$ cat src/sv/psm_pkg.sv
// Shared types and constants for the polyphonic sample mixer.
// No dependencies; used by psm_mac and polyphonic_sample_mixer.
`timescale 1ns / 1ps
`default_nettype none

package psm_pkg;

  // Parameter defaults
  localparam int VOICES_DEF    = 12;
  localparam int MEM_DEPTH_DEF = 65536;

  // Field widths fixed by the interface
  localparam int ACT_W    = 2;
  localparam int ADDR_W   = 16;
  localparam int SAMPLE_W = 16;
  localparam int LEN_W    = 17;
  localparam int GAIN_W   = 16;
  localparam int STAT_W   = 2;
  localparam int SLOT_W   = 4;

  // Q2.14 gain: product is shifted down by this much
  localparam int GAIN_SHIFT = 14;
  // Signed sample x unsigned gain (with a zero sign bit)
  localparam int PROD_W = SAMPLE_W + GAIN_W + 1;
  // Scaled term magnitude stays below 2^17
  localparam int TERM_W = 18;

  localparam int SAT_MAX = 32767;
  localparam int SAT_MIN = -32768;

  // Action codes
  localparam logic [ACT_W-1:0] ACT_LOAD = 2'd0;
  localparam logic [ACT_W-1:0] ACT_PLAY = 2'd1;
  localparam logic [ACT_W-1:0] ACT_STOP = 2'd2;
  localparam logic [ACT_W-1:0] ACT_TICK = 2'd3;

  // Status codes
  localparam logic [STAT_W-1:0] ST_OK       = 2'd0;
  localparam logic [STAT_W-1:0] ST_NO_VOICE = 2'd1;
  localparam logic [STAT_W-1:0] ST_EMPTY    = 2'd2;

  // Control from the sequencer to the multiply-accumulate unit
  typedef struct packed {
    logic clr;  // zero the accumulator
    logic vld;  // sample and gain inputs carry a term this cycle
  } mac_ctrl_t;

endpackage

`default_nettype wire

$ cat src/sv/psm_mac.sv
// Shared multiply-accumulate unit: scales one sample by a Q2.14 gain,
// truncates toward zero and adds into the mix accumulator. Uses psm_pkg.
`timescale 1ns / 1ps
`default_nettype none

module psm_mac #(
  parameter int ACC_W = 22
) (
  input  wire logic                                 clk_i,
  input  wire logic                                 rst_ni,
  input  wire psm_pkg::mac_ctrl_t                   ctrl_i,
  input  wire logic signed [psm_pkg::SAMPLE_W-1:0]  sample_i,
  input  wire logic        [psm_pkg::GAIN_W-1:0]    gain_i,
  output logic signed [ACC_W-1:0]                   acc_o,
  output logic                                      busy_o
);

  logic signed [psm_pkg::PROD_W-1:0] prod_q, prod_d;
  logic                              pvld_q;
  logic signed [ACC_W-1:0]           acc_q, acc_d;
  logic signed [psm_pkg::PROD_W-1:0] biased;
  logic signed [psm_pkg::TERM_W-1:0] term;

  // Stage one: the multiply
  assign prod_d = sample_i * $signed({1'b0, gain_i});

  // Stage two: round toward zero, then accumulate
  always_comb begin
    biased = prod_q;
    if (prod_q[psm_pkg::PROD_W-1]) begin
      biased = prod_q + psm_pkg::PROD_W'((1 << psm_pkg::GAIN_SHIFT) - 1);
    end
    term = biased[psm_pkg::GAIN_SHIFT+psm_pkg::TERM_W-1:psm_pkg::GAIN_SHIFT];
    acc_d = acc_q;
    if (ctrl_i.clr) begin
      acc_d = '0;
    end else if (pvld_q) begin
      acc_d = acc_q + ACC_W'(term);
    end
  end

  always_ff @(posedge clk_i or negedge rst_ni) begin
    if (!rst_ni) begin
      pvld_q <= 1'b0;
    end else begin
      pvld_q <= ctrl_i.vld;
    end
  end

  always_ff @(posedge clk_i) begin
    prod_q <= prod_d;
    acc_q  <= acc_d;
  end

  assign acc_o  = acc_q;
  assign busy_o = pvld_q;

endmodule

`default_nettype wire

$ cat config.mk
export PLATFORM = sky130hd
export DESIGN_NAME = psm_mac
export DESIGN_NICKNAME = d
export VERILOG_FILES = /design/src/sv/psm_pkg.sv /design/src/sv/psm_mac.sv
export SDC_FILE = /design/constraint.sdc
export NUM_CORES = 1
export LEC_CHECK = 0
export BUFFER_PORTS_ARGS = -buffer_cell sky130_fd_sc_hd__buf_2
export CAP_MARGIN = 10
export CORE_MARGIN = 2
export CORE_UTILIZATION = 50
export DETAILED_ROUTE_END_ITERATION = 8
export PLACE_DENSITY = 0.67
export SYNTH_ARGS = -nofsm -noshare
export SYNTH_HDL_FRONTEND = slang
export SYNTH_SLANG_ARGS = --single-unit
$ cat constraint.sdc
create_clock -name clk_i -period 5.94 [get_ports clk_i]
set_input_delay 1.188 -clock clk_i [delete_from_list [all_inputs] [get_ports clk_i]]
set_output_delay 1.188 -clock clk_i [all_outputs]
set_load 0.02 [all_outputs]
==> metrics.cfg, run 1 <==
[worst_setup_path]
reg2reg_to = acc_o[21]
startpoint_type = input pin
slowest_delay_ps = 580
crit_family = adder cells
cp_num_buf_inv = 4
crit_slowest_cell = fa_2
reg2reg_setup_slack_ps = 1950
crit_cells = 20
crit_type = in -> reg
crit_top_cell = fa_1
r2r-start = prod_q[5]
crit_required_ps = 6130
cp_cell_sequence = buf_2 -> nand2_1 -> fa_1 -> fa_2 -> inv_1 -> fa_1 -> fa_2 -> fa_1 -> inv_1 -> fa_1 -> inv_1 -> ha_4 -> a21o_1 -> a21o_1 -> a21o_1 -> a2bb2oi_2 -> o21ai_4 -> a2bb2oi_2 -> or4_1 -> and3_1
endpoint_kind = flop
r2r_cells = 15
critical_path_peak_fanout = 6
arrival_ps = 6400

[layout]
drive_above_1_share_pct = 24.6
stdcell_area_sq_um = 14600
nets = 1910
n_antenna_cell = 0
area_growth_pct = 25.4
fin_util_pct = 64.2

[cts]
clk_pin_slew_worst_paths_ps = 70
numCtsBuffers = 5
clkSinkCount = 56
cts_max_path_buffers = 2
clkLatencyLatePin_ps = 290
root_buffer = clkbuf_16
htreeDepth = 2
cts_tree = built

[grt]
grt_usage_pct = 22.8
grt_start_max_net_pins = 30
grt_pass1_wl_mm = 45.5
grt-ovfl-total = 0
antenna_found_initial = 0
grt_pass1_vias = 9598

[run_status]
violations = setup timing
status = finished, violations left

[sta]
clock_skew_ps = 5.82
setup_viol_count_final = 12
hold_viol_final = 0
period_minus_slack_ps = 6210
timing.final.ws_setup_ps = -270
period_share_pct = 105
slew_headroom_pct = 27.2
rsz0062_at_grt = yes
slew_viol_final = 0
tightest_slew_ps = 1090
max_freq_mhz = 161

[detailed_routing]
dr.first_iter.drc_count = 578
firstDrtPassIters = 6
num_vias = 9487
drc_errors = 0
routed_wl_mm = 27.8
viasPerCell = 5.13
wl_per_cell_microns = 15.0
ant_nets = 0

[yosys]
synth_edf_count = 0
ys_types = 56
synthCells = 1329
synth_common_cells = inv_1 (248), fa_1 (195), nand2_1 (160), ha_1 (143), and2_1 (123)
yosysTopAreaCellShare_pct = 33.5
yosysTopAreaCell = fa_1
synth-seq-cells = 56
syn_area_sq_um = 11700
async_reset_ff_share_pct = 1.79
synthFlopType = dfxtp_1
syn_area_per_cell_sq_um = 8.77
synth-seq-area-share_pct = 9.66
synth_nets = 1703
synth_area_leaders = fa_1 (33%), ha_1 (15%), dfxtp_1 (9.4%)
synth.most_common_cell = inv_1
yosysWarningCount = 0

[worst_hold_path]
hold_class = reg -> reg
holdCritStartpoint = acc_o[17]
min_to = acc_o[17]
whs_path_depth = 2

[floorplanning]
num_rows = 55
boundaryPins = 59
die_area_sq_um = 24600
core_area_sq_um = 22800
die_w_microns = 157
die_y_microns = 157
start_util_pct = 51.2

[run]
drv_cap = 0

[place]
placement.cell_area_sq_um = 13600
dp_slack_ps = -694
dp_hpwl_mm = 23.0
port_buffers = 58
gp_congestion = 0.887

[per-layer routing]
layer  track usage [%]  routed length, microns
met2              39.0                   13300
met1              31.3                   13000
met4              5.77                     646
met5                 0                       0
met3              1.86                     940
[placed cells by master (no fill, tap or decap), drive strengths merged, types with 2 or more instances in the layout]
master,n
a211o,5
a211oi,10
a21o,24
a21oi,47
a221oi,3
a22o,3
a22oi,2
a2bb2oi,2
a31oi,6
a41oi,2
and2,123
and3,7
buf,237
clkbuf,12
dfxtp,55
fa,195
ha,143
inv,247
mux2,2
mux2i,12
nand2,160
nand2b,11
nand3,16
nand4,8
nor2,59
nor2b,7
nor3,10
nor4,3
o211ai,5
o21a,5
o21ai,25
o21bai,10
o22ai,2
o31ai,3
xnor2,34
xor2,25
[worst min-delay path, cell delays in order, from the launching register on]
cell,delay (ps)
dfxtp_1,330
nand2b_1,70
a21oi_1,50
[metrics by stage]
stage	hold WS (ps)	setup TNS, ps	std cells
floorplan	559	-1050	1329
global placement	475	-7740	1812
detailed placement	489	-8800	1812
CTS	497	-1320	1840
global route	519	-3440	1850
finish	491	-1150	1850
[registers in the layout (all words and copies together), names as in the netlist]
register and cells:
acc_o 22, busy_o 1, prod_q 33
[cells by family after synthesis]
| group | count (synthesis) | share of synthesized area (%) |
|---|---|---|
| DFF | 56 | 9.66 |
| adders and majority gates | 338 | 48.8 |
| and+or+nand+nor | 410 | 17.1 |
| AOI/OAI and AO/OA | 161 | 9.27 |
| buffers and inverters | 291 | 9.45 |
| xor gates and xnor gates | 59 | 4.43 |
| muxes | 14 | 1.22 |
[how the worst max path moves through the flow]
stage / startpoint / endpoint / slack [ps]
floorplan: sample_i[13] / prod_q[32] / -320
global placement: gain_i[11] / prod_q[32] / -580
detailed placement: gain_i[9] / prod_q[32] / -690
CTS: sample_i[15] / prod_q[32] / -240
global route: sample_i[15] / prod_q[32] / -420
finish: gain_i[15] / prod_q[32] / -270
[repair_timing]
action / 4_1_cts / 5_1_grt
pin swaps: 52 / 42
resized for setup: 112 / 71
setup buffers: 19 / 12
gates cloned: 1 / 4
hold buffers: 0 / 0
endpoints found under the setup margin: 15 / 17
[area by class of cell]
type / count / area [sq um]
fill: 1864 / 8160
clock inverter: 1 / 8.76
sequential: 56 / 1130
timing repair buffer: 243 / 2060
clock buffer: 7 / 133
inverter: 248 / 935
multi-input combinational: 982 / 9960
tap: 313 / 392
Power of run 1 is left out: the tool's default activity adds up to more than one toggle a clock period on the data nets, which glitch-free logic cannot reach.
==> run 2, diff against run 1 <==
--- a/config.mk
+++ b/config.mk
@@ -11,6 +11,7 @@
 export CORE_UTILIZATION = 50
 export DETAILED_ROUTE_END_ITERATION = 8
 export PLACE_DENSITY = 0.67
+export SKIP_CTS_REPAIR_TIMING = 1
 export SYNTH_ARGS = -nofsm -noshare
 export SYNTH_HDL_FRONTEND = slang
 export SYNTH_SLANG_ARGS = --single-unit
==> run 2 against run 1 <==
The run still ends with setup timing left. Global-route usage shrank 0.72 points. Hold slack is essentially flat. Final cell count shrank 0.65%. Via count shrank 1.1%.
==> metrics.cfg, run 2 (same netlist as run 1, synthesis figures left out) <==
[run_status]
status = finished, violations left
violations = setup timing

[layout]
final_cell_mix = inv_1 (236), fa_1 (183), buf_4 (171)
area_growth_pct = 22.2
stdcell_area_sq_um = 14200  ; -2.6%
fin_util_pct = 62.5  ; -1.6 points
fillers = 1921  ; +3.1%
largest_reg_flops = 33  ; unchanged
stdcell_count = 1838  ; -0.65%
nets = 1898  ; -0.63%
final_common_cell = inv_1
drive_above_1_share_pct = 21.8  ; -2.8 points
top_register = prod_q
n_antenna_cell = 0  ; unchanged

[detailed_routing]
firstDrtPassIters = 5  ; -1
routed_wl_mm = 26.7  ; -3.9%
drc_errors = 0  ; unchanged
ant_nets = 0  ; unchanged
dr.first_iter.drc_count = 440  ; -24%
num_vias = 9381  ; -1.1%
wl_per_cell_microns = 14.6  ; -3.3%
viasPerCell = 5.10  ; -0.47%

[floorplanning]
core_area_sq_um = 22800  ; unchanged
die_y_microns = 157  ; unchanged
boundaryPins = 59  ; unchanged
die_w_microns = 157  ; unchanged
num_rows = 55  ; unchanged
start_util_pct = 51.2  ; unchanged
die_area_sq_um = 24600  ; unchanged

[cts]
root_buffer = clkbuf_16
cts_tree = built
numCtsBuffers = 5  ; unchanged
cts_max_path_buffers = 2  ; unchanged
htreeDepth = 2  ; unchanged
clkSinkCount = 56  ; unchanged
clkLatencyLatePin_ps = 290  ; about the same
clk_pin_slew_worst_paths_ps = 70  ; about the same

[place]
place_inst = 1812  ; unchanged
port_buffers = 58  ; unchanged
placement.cell_area_sq_um = 13600  ; unchanged
gp_congestion = 0.887  ; unchanged
dp_hpwl_mm = 23.0  ; unchanged

[run]
drv_cap = 0  ; unchanged

[sta]
slew_viol_final = 0  ; unchanged
period_minus_slack_ps = 6260  ; +52.9 ps
period_share_pct = 105  ; +0.89 points
tightest_slew_ps = 1090  ; +1.68 ps
hold_viol_final = 0  ; unchanged
clock_skew_ps = 5.55  ; -0.276 ps
setup_viol_count_final = 13  ; +1
timing.final.ws_setup_ps = -323  ; -52.9 ps
rsz0062_at_grt = yes
setup-tns-final_ps = -2380  ; -1230 ps
max_freq_mhz = 160  ; -0.85%
slew_headroom_pct = 27.1  ; -0.11 points

[worst_setup_path]
critical_path_peak_fanout = 10  ; +4
crit_type = in -> reg
crit_required_ps = 6150  ; +20 ps
slowest_delay_ps = 560  ; -20 ps
arrival_ps = 6470  ; +70 ps
crit_slowest_cell = fa_2
cp_num_buf_inv = 9  ; +5
crit_family = adder cells
crit_top_cell = fa_1
startpoint_type = input pin
cp_cell_sequence = buf_4 -> nand2_1 -> fa_1 -> fa_1 -> fa_2 -> inv_2 -> fa_2 -> fa_1 -> inv_1 -> fa_1 -> inv_2 -> ha_4 -> buf_4 -> buf_6 -> nand4_1 -> nor3_2 -> nand2_1 -> o21ai_4 -> buf_4 -> buf_6 -> buf_6 -> a41oi_2 -> xnor2_1
endpoint_kind = flop

[grt]
grt_usage_pct = 22.0  ; -0.72 points
grt_pass1_vias = 9316  ; -2.9%
grt-ovfl-total = 0  ; unchanged
grt_start_max_net_pins = 30  ; unchanged
antenna_found_initial = 0  ; unchanged
grt_pass1_wl_mm = 44.1  ; -3.0%

[worst_hold_path]
hold_class = reg -> reg

==> run 2: cell types whose count changed in the layout (fill, tap and decap cells not counted), sizes merged <==
cell    before  now
buf        237  227
bufbuf       1    0
clkbuf      12   11
==> run 2: worst min-delay path, delay by kind of cell, from the launching register on <==
| kind | cells | cell delay (ps) |
|---|---|---|
| flip-flops | 1 | 330 |
| AND/OR/NAND/NOR | 1 | 70 |
| AO/OA/AOI/OAI | 1 | 50 |
==> run 2: worst paths after layout <==
path                              from          to  slack, ps  depth (start not counted)
setup / recovery           sample_i[3]  prod_q[24]       -320                         23
hold / removal               acc_o[17]   acc_o[17]        490                          2
setup reg to reg             prod_q[5]   acc_o[21]       1950                         14
hold reg to reg              acc_o[17]   acc_o[17]        490                          2
max in group asynchronous       rst_ni      busy_o       5200                          1
min in group asynchronous       rst_ni      busy_o        650                          1
==> run 2: area by class of cell <==
cell class / count / area, sq um / share of cell area, %
timing repair buffer: 231 / 1780 / 12.5
multi-input combinational: 982 / 9870 / 69.3
inverter: 248 / 935 / 6.56
tap: 313 / 392 / 2.75
sequential: 56 / 1130 / 7.90
clock buffer: 7 / 133 / 0.931
clock inverter: 1 / 8.76 / 0.0615
==> run 2: routing by layer <==
metal	global-route usage [%]	routed length [microns]
met5	0	0
met4	4.85	337
met3	1.80	893
met2	37.0	12700
met1	31.2	12800
==> run 2: stage by stage <==
| stage | hold WS [ps] | setup slack (ps) |
|---|---|---|
| after floorplan | 559 | -318 |
| after global placement | 475 | -584 |
| after detailed placement | 489 | -694 |
| after CTS | 497 | -383 |
| after global routing | 519 | -494 |
| final | 491 | -323 |
Power of run 2 is left out for the same reason.
